### src/rtl/display_test_pattern_pixel_top_macros.svh
// ----------------------------------------------------------------------------
// display test pattern pixel - assertion macros
// shared concurrent assertion forms, clocked on clk and held off in reset
// ----------------------------------------------------------------------------
`ifndef DISPLAY_TEST_PATTERN_PIXEL_TOP_MACROS_SVH
`define DISPLAY_TEST_PATTERN_PIXEL_TOP_MACROS_SVH

// same-cycle implication
`define DTP_ASSERT_NOW(label, ante, cons, msg) \
  label: assert property (@(posedge clk) disable iff (!rst_n) (ante) |-> (cons)) \
    else $error(msg);

// next-cycle implication
`define DTP_ASSERT_NEXT(label, ante, cons, msg) \
  label: assert property (@(posedge clk) disable iff (!rst_n) (ante) |=> (cons)) \
    else $error(msg);

`endif

### src/rtl/dtp_pkg.sv
// ----------------------------------------------------------------------------
// dtp_pkg
// types and constants of the display test pattern pixel block
// ----------------------------------------------------------------------------
package dtp_pkg;

  localparam int FW_BITS  = 12;
  localparam int FH_BITS  = 12;
  localparam int LB_BITS  = 14;
  localparam int FMT_BITS = 2;
  localparam int CFG_DATA_BITS = 14;
  localparam int CFG_IDX_BITS  = 2;

  localparam int COLOR_BITS  = 24;
  localparam int WORD_BITS   = 24;
  localparam int OFFSET_BITS = 26;
  localparam int OUT_FIELDS_BITS = COLOR_BITS + WORD_BITS + OFFSET_BITS;
  localparam int OUT_DATA_BITS   = ((OUT_FIELDS_BITS + 7) / 8) * 8;

  typedef enum logic [CFG_IDX_BITS-1:0] {
    CFG_FRAME_WIDTH  = 2'd0,
    CFG_FRAME_HEIGHT = 2'd1,
    CFG_LINE_BYTES   = 2'd2,
    CFG_PIXEL_FORMAT = 2'd3
  } cfg_idx_t;

  typedef enum logic [FMT_BITS-1:0] {
    FMT_8BPP   = 2'd0,
    FMT_RGB565 = 2'd1,
    FMT_32BPP  = 2'd2
  } pix_fmt_t;

  localparam logic [FW_BITS-1:0]  FRAME_WIDTH_RST  = 12'd640;
  localparam logic [FH_BITS-1:0]  FRAME_HEIGHT_RST = 12'd480;
  localparam logic [LB_BITS-1:0]  LINE_BYTES_RST   = 14'd2560;
  localparam logic [FMT_BITS-1:0] PIXEL_FORMAT_RST = FMT_32BPP;

  localparam logic [COLOR_BITS-1:0] COL_WHITE   = 24'hffffff;
  localparam logic [COLOR_BITS-1:0] COL_BLUE    = 24'h0000ff;
  localparam logic [COLOR_BITS-1:0] COL_GREEN   = 24'h00ff00;
  localparam logic [COLOR_BITS-1:0] COL_RED     = 24'hff0000;
  localparam logic [COLOR_BITS-1:0] COL_YELLOW  = 24'hffff00;
  localparam logic [COLOR_BITS-1:0] COL_MAGENTA = 24'hff00ff;
  localparam logic [COLOR_BITS-1:0] COL_CYAN    = 24'h00ffff;
  localparam logic [COLOR_BITS-1:0] COL_BLACK   = 24'h000000;

endpackage

### src/rtl/display_test_pattern_pixel_top.sv
// ----------------------------------------------------------------------------
// display_test_pattern_pixel_top
// test pattern colour, packed pixel word and frame buffer byte offset
// for one pixel coordinate per transaction
// ----------------------------------------------------------------------------
//  channel | dir | payload
//  in_     | in  | tdata: pixel_x, pixel_y
//  out_    | out | tdata: color_rgb, pixel_word, byte_offset; tuser: in_frame
//  cfg_    | in  | frame_width, frame_height, line_bytes, pixel_format
//
//  one transaction per cycle sustained while out_tready is high; an accepted
//  input reaches result valid through the input register, then the result register
//  the path between them is one 14x12 multiply-add and the pattern compares
//  a stalled result holds in the result register while the input register
//  still takes one more coordinate
//  rst_n synchronous: empties both stages and loads register defaults
// ----------------------------------------------------------------------------
`include "display_test_pattern_pixel_top_macros.svh"

module display_test_pattern_pixel_top #(
  parameter int COORD_BITS = 12,
  parameter int BAR_WIDTH  = 20
) (
  input  logic clk,
  input  logic rst_n,
  // in_tdata: pixel_x, pixel_y
  input  logic                                   in_tvalid,
  output logic                                   in_tready,
  input  logic [((2*COORD_BITS+7)/8)*8-1:0]      in_tdata,
  // out_tdata: color_rgb, pixel_word, byte_offset
  output logic                                   out_tvalid,
  input  logic                                   out_tready,
  output logic [dtp_pkg::OUT_DATA_BITS-1:0]      out_tdata,
  // out_tuser: in_frame
  output logic                                   out_tuser,
  input  logic                                   cfg_wr_en,
  input  logic [dtp_pkg::CFG_IDX_BITS-1:0]       cfg_index,
  input  logic [dtp_pkg::CFG_DATA_BITS-1:0]      cfg_wdata
);
  import dtp_pkg::*;

  localparam int CW = COORD_BITS;
  localparam int SW = ((COORD_BITS > 7) ? COORD_BITS : 7) + 3;
  localparam logic signed [SW-1:0] BAR = SW'(BAR_WIDTH);

  // configuration registers
  logic [FW_BITS-1:0]  frame_width_r;
  logic [FH_BITS-1:0]  frame_height_r;
  logic [LB_BITS-1:0]  line_bytes_r;
  logic [FMT_BITS-1:0] pixel_format_r;

  always_ff @(posedge clk) begin
    if (!rst_n) begin
      frame_width_r  <= FRAME_WIDTH_RST;
      frame_height_r <= FRAME_HEIGHT_RST;
      line_bytes_r   <= LINE_BYTES_RST;
      pixel_format_r <= PIXEL_FORMAT_RST;
    end else if (cfg_wr_en) begin
      unique case (cfg_idx_t'(cfg_index))
        CFG_FRAME_WIDTH:  frame_width_r  <= cfg_wdata[FW_BITS-1:0];
        CFG_FRAME_HEIGHT: frame_height_r <= cfg_wdata[FH_BITS-1:0];
        CFG_LINE_BYTES:   line_bytes_r   <= cfg_wdata[LB_BITS-1:0];
        CFG_PIXEL_FORMAT: pixel_format_r <= cfg_wdata[FMT_BITS-1:0];
        default: ;
      endcase
    end
  end

  // pipeline control
  logic in_valid_r;
  logic out_valid_r;
  logic advance;

  assign advance    = !out_valid_r || out_tready;
  assign in_tready  = !in_valid_r || advance;
  assign out_tvalid = out_valid_r;

  always_ff @(posedge clk) begin
    if (!rst_n) begin
      in_valid_r  <= 1'b0;
      out_valid_r <= 1'b0;
    end else begin
      if (in_tready) begin
        in_valid_r <= in_tvalid;
      end
      if (advance) begin
        out_valid_r <= in_valid_r;
      end
    end
  end

  // input register
  logic [CW-1:0] x_r;
  logic [CW-1:0] y_r;

  always_ff @(posedge clk) begin
    if (in_tready && in_tvalid) begin
      x_r <= in_tdata[CW-1:0];
      y_r <= in_tdata[2*CW-1:CW];
    end
  end

  // pattern logic
  logic [CW-1:0]        w;
  logic [CW-1:0]        h;
  logic signed [SW-1:0] xs, ys, ws, hs, x3;
  logic                 mid_x, mid_y, frame_hit, rgb565;
  logic [7:0]           lvl32, lvl64;
  logic [COLOR_BITS-1:0]  color;
  logic [WORD_BITS-1:0]   word;
  logic [CW+1:0]          x_bytes;
  logic [CW+LB_BITS-1:0]  row_off;
  logic [OFFSET_BITS-1:0] offset;

  assign w  = CW'(frame_width_r);
  assign h  = CW'(frame_height_r);
  assign xs = $signed(SW'(x_r));
  assign ys = $signed(SW'(y_r));
  assign ws = $signed(SW'(w));
  assign hs = $signed(SW'(h));
  assign x3 = (xs <<< 1) + xs;

  assign frame_hit = (x_r < w) && (y_r < h);
  assign mid_y     = (ys > BAR) && (ys < hs - BAR);
  assign mid_x     = (xs > BAR) && (xs < ws - BAR);
  assign rgb565    = (pixel_format_r == FMT_RGB565);
  assign lvl32     = rgb565 ? {y_r[4:0], 3'b000} : y_r[7:0];
  assign lvl64     = rgb565 ? {y_r[5:0], 2'b00}  : y_r[7:0];

  always_comb begin
    if (xs < BAR && ys < BAR) begin
      color = COL_WHITE;
    end else if (xs < BAR && mid_y) begin
      color = COL_BLUE;
    end else if (ys < BAR && mid_x) begin
      color = COL_GREEN;
    end else if (xs > ws - BAR && mid_y) begin
      color = COL_RED;
    end else if (ys > hs - BAR && mid_x) begin
      color = COL_YELLOW;
    end else if (xs == BAR || xs == ws - BAR || ys == BAR || ys == hs - BAR) begin
      color = COL_WHITE;
    end else if (xs == ys || ws - xs == hs - ys) begin
      color = COL_MAGENTA;
    end else if (ws - xs == ys || xs == hs - ys) begin
      color = COL_CYAN;
    end else if (mid_x && mid_y) begin
      // ramp thirds across the width
      if (x3 < ws) begin
        color = {16'h0000, lvl32};
      end else if (x3 < (ws <<< 1)) begin
        color = {8'h00, lvl64, 8'h00};
      end else begin
        color = {lvl32, 16'h0000};
      end
    end else begin
      color = COL_BLACK;
    end
  end

  always_comb begin
    case (pixel_format_r)
      FMT_8BPP: begin
        word    = {16'h0000, color[7:0]};
        x_bytes = {2'b00, x_r};
      end
      FMT_RGB565: begin
        word    = {8'h00, color[23:19], color[15:10], color[7:3]};
        x_bytes = {1'b0, x_r, 1'b0};
      end
      default: begin
        word    = color;
        x_bytes = {x_r, 2'b00};
      end
    endcase
  end

  assign row_off = y_r * line_bytes_r;
  assign offset  = OFFSET_BITS'(row_off) + OFFSET_BITS'(x_bytes);

  // result register
  logic [COLOR_BITS-1:0]  color_r;
  logic [WORD_BITS-1:0]   word_r;
  logic [OFFSET_BITS-1:0] offset_r;
  logic                   in_frame_r;

  always_ff @(posedge clk) begin
    if (advance && in_valid_r) begin
      in_frame_r <= frame_hit;
      color_r    <= frame_hit ? color  : '0;
      word_r     <= frame_hit ? word   : '0;
      offset_r   <= frame_hit ? offset : '0;
    end
  end

  assign out_tdata = OUT_DATA_BITS'({offset_r, word_r, color_r});
  assign out_tuser = in_frame_r;

  `DTP_ASSERT_NOW(a_off_frame_zero, out_valid_r && !in_frame_r, out_tdata == '0,
    "result outside the frame carries non-zero data")
  `DTP_ASSERT_NEXT(a_in_hold, in_valid_r && !advance,
    in_valid_r && $stable(x_r) && $stable(y_r), "stalled coordinate lost or changed")
  `DTP_ASSERT_NOW(a_ready_when_empty, !out_valid_r, in_tready,
    "input stalled with an empty result register")
  `DTP_ASSERT_NEXT(a_accept_loads, in_tvalid && in_tready, in_valid_r,
    "accepted transaction not held in the input register")

endmodule
### config.mk
export PLATFORM = sky130hd
export DESIGN_NAME = display_test_pattern_pixel_top
export DESIGN_NICKNAME = d
export VERILOG_FILES = /design/src/rtl/dtp_pkg.sv /design/src/rtl/display_test_pattern_pixel_top.sv
export VERILOG_INCLUDE_DIRS = /design/src /design/src/rtl
export SDC_FILE = /design/constraint.sdc
export NUM_CORES = 1
export LEC_CHECK = 0
export ABC_AREA = 1
export BUFFER_PORTS_ARGS = -buffer_cell sky130_fd_sc_hd__buf_2
export CORE_UTILIZATION = 32
export DETAILED_ROUTE_END_ITERATION = 6
export PLACE_DENSITY_LB_ADDON = 0.05
export SETUP_SLACK_MARGIN = 0.3
export SYNTH_ARGS = -nofsm -noshare
export SYNTH_HDL_FRONTEND = slang
export SYNTH_SLANG_ARGS = --single-unit
### constraint.sdc
create_clock -name clk -period 5.4 [get_ports clk]
set_clock_uncertainty 0.05 [all_clocks]
set_input_delay 0.54 -clock clk [delete_from_list [all_inputs] [get_ports clk]]
set_output_delay 0.54 -clock clk [all_outputs]
set_load 0.01 [all_outputs]
==> flow_summary_export.csv <==
group,metric,value,unit
synth,synth.cell_area,16500,um^2
cells_and_area,diodes,0,
routing,wl,56200,um
timing,slew_headroom,0.292,
synth,synthCells,2251,
timing,period_minus_slack,5.19,ns
synth,synth_commonest_cells,"644 x nand2_1, 414 x inv_1, 166 x nor2_1",
timing,setup_tns,0,ns
setup_path,required,5.58,ns
setup_path,r2r-end,"offset_r[20]$_SDFFCE_PN0P_",
die,rows,82,
synth,synth.most_common_cell,"nand2_1",
die,die_w,229,um
clock_network,cts_tree,"done",
die,start_util,0.327,
cells_and_area,layout.nets,2812,
timing,rsz0062_at_grt,"true",
min_path,worstHoldEndpoint,"x_r[10]$_DFFE_PP_",
timing,fin_ws,0.214,ns
clock_network,cts-buffers-inserted,17,
synth,syn_avg_cell_area,7.33,um^2
place,preCtsSetupSlack,-0.177,ns
min_path,holdCritPathClass,"in2reg",
clock_network,htree_levels,4,
routing,wl_per_cell,17.8,um
synth,synth_top_area_cell,"edfxtp_1",
min_path,hp-start,"in_tdata[10]",
timing,worstMarginPinSlew,1.06,ns
global_route,grt_pass1_vias,15100,
timing,final_hold_viol_count,0,
global_route,grt_max_degree,57,
setup_path,reg2reg_depth,20,
synth,synth-edff-count,99,
die,core_area,50500,um^2
pwr,p_leak,0.0107,uW
clock_network,cts-root-buf,"clkbuf_16",
timing,period_share,0.960,
die,die_area,52500,um^2
clock_network,clock_latency,0.50,ns
pwr,vdd_ir_drop_max,0.243,mV
min_path,holdPathStages,1,
routing,drc,0,
synth,synth_warnings,0,
setup_path,r2r_slack,0.21,ns
clock_network,clock_path_buffers,2,
synth,synthArstFlopShare,0,
synth,yosysSeqAreaShare,0.231,
outcome,status,"finished, final reports clean",
cells_and_area,drive_above_1_share,0.163,
clock_network,cts.sinks,141,
routing,viasPerCell,4.82,
global_route,grt_overflow,0,
place,globalplace.congestion,0.933,
clock_network,ctsHoldBuffers,0,
routing,dr.pass1.iters,5,
cells_and_area,fillers,5435,
die,die_h,229,um
global_route,grt_pass1_wl,86900,um
flow_run,drv_cap,0,
timing,hold_ws,0.176,ns
global_route,grt.total_usage,0.220,
clock_network,clk_pin_slew_worst_paths,0.06,ns
setup_path,r2r_start,"y_r[3]$_DFFE_PP_",
place,dp_hpwl,46600,um
setup_path,cp.arrival,5.36,ns
global_route,antenna_found_initial,1,
die,pin_count,128,
synth,synthFlopType,"edfxtp_1",
timing,fmax,0.193,GHz
timing,setup_viol,0,
setup_path,critPathCaptureType,"register",
setup_path,cp_max_fo,6,
routing,drt_iter0_drc,960,
routing,via_count,15200,
synth,synth.top_cells.by_area,"edfxtp_1 18%, fa_1 16%, nand2_1 15%, ha_1 12%, inv_1 9.4%",
setup_path,start_kind,"register",
routing,ant_nets,0,
place,io_buffer_count,121,
synth,yosysTopAreaCellShare,0.180,
setup_path,path_class,"reg2reg",
synth,synth-seq-cells,141,
synth,synth.distinct_cells,50,
cells_and_area,syn2layout_area_growth,20.4,%
pwr,powerDensity,280,nW/um^2
timing,slew_violations,0,
[area by class of cell]
cell class,instances,area (um^2),share of cell area
Multi-Input combinational cell,1622,11200,0.563
Clock inverter,10,96.3,0.00485
Tap cell,672,841,0.0423
Sequential cell,141,3820,0.192
Timing Repair Buffer,267,1870,0.0939
Clock buffer,22,493,0.0248
Inverter,418,1570,0.0790
[worst max path at each step]
stage | from | endpoint | cells after the start
floorplan | y_r[8]$_DFFE_PP_ | offset_r[23]$_SDFFCE_PN0P_ | 25
global placement | y_r[5]$_DFFE_PP_ | offset_r[20]$_SDFFCE_PN0P_ | 19
detailed placement | y_r[5]$_DFFE_PP_ | offset_r[20]$_SDFFCE_PN0P_ | 19
CTS | y_r[0]$_DFFE_PP_ | offset_r[21]$_SDFFCE_PN0P_ | 22
global route | y_r[0]$_DFFE_PP_ | offset_r[21]$_SDFFCE_PN0P_ | 24
finish | y_r[3]$_DFFE_PP_ | offset_r[20]$_SDFFCE_PN0P_ | 20
[routing by layer]
| layer | vias up | GRT usage | wire [um] |
|---|---|---|---|
| li1 | 7497 | - | - |
| met1 | 7279 | 0.308 | 27400 |
| met2 | 363 | 0.346 | 24800 |
| met3 | 53 | 0.0337 | 2580 |
| met4 | 2 | 0.0742 | 1350 |
| met5 | - | 0 | 13 |
[worst max-delay path, cell delays in order (launching register included)]
cell and delay [ns]:
edfxtp_1 0.49, buf_6 0.19, nand2_1 0.07, fa_1 0.43, fa_1 0.51, inv_1 0.05
fa_1 0.50, inv_2 0.04, fa_1 0.52, inv_1 0.05, fa_1 0.55, ha_4 0.24
a21oi_2 0.16, inv_1 0.07, o21ai_2 0.14, o211ai_1 0.13, a21oi_2 0.27, o21ai_2 0.11
buf_4 0.15, o21ai_0 0.13, a21oi_1 0.06
[through the flow]
stage	power [uW]	cells	utilization	instance area, um^2
finish	5560	3152	0.394	19900
global route	6000	3152	0.394	19900
CTS	5370	3145	0.388	19600
detailed placement	3880	3091	0.369	18600
global placement	3890	3091	0.369	18600
floorplan	2970	2256	-	16600
[kinds of logic (layout without fill, tap and decap cells)]
kind of cell / after synthesis / count (layout) / synth area share
other cells: 1 / 6 / 0.000227
simple gates: 1032 / 1032 / 0.260
compound gates: 236 / 236 / 0.0788
xor+xnor: 48 / 48 / 0.0255
flops: 141 / 141 / 0.231
fa+ha+maj: 300 / 300 / 0.289
buf+inv: 493 / 717 / 0.116
[where the power goes]
group	switching, uW	internal (uW)	total, uW
sequential	49.2	1210	1260
clock	528	700	1230
combinational	1760	1310	3070
[registers in the layout, indices dropped and copies added, names as in the netlist]
register	cells
x_r	12
offset_r	26
word_r	24
line_bytes_r	14
pixel_format_r	2
color_r	24
out_tuser	1
in_valid_r	1
out_tvalid	1
frame_height_r	12
y_r	12
frame_width_r	12
[cells in the final DEF, fill, tap and decap left out, types with 9 or more instances in the layout]
master and n:
nand4_1 29, a21oi_1 104, nand2_1 634, xor2_1 30, fa_1 133, inv_1 404, inv_2 14, ha_1 153
nor3_1 16, a21oi_2 10, dfxtp_1 37, ha_4 11, buf_4 121, buf_6 17, o21ai_2 9, edfxtp_1 99
nor2_1 164, nand2_2 17, o21ai_0 56, xnor2_1 18, nand3_1 136, clkbuf_16 19, o21ai_1 10, buf_2 121
[what timing repair did]
item                                    in CTS  in global routing
pin swaps                                   33                 37
buffers inserted                            22                  7
gates resized for setup                     40                 68
endpoints found under the setup margin      14                 15
Power figures use the tool's default switching activity.
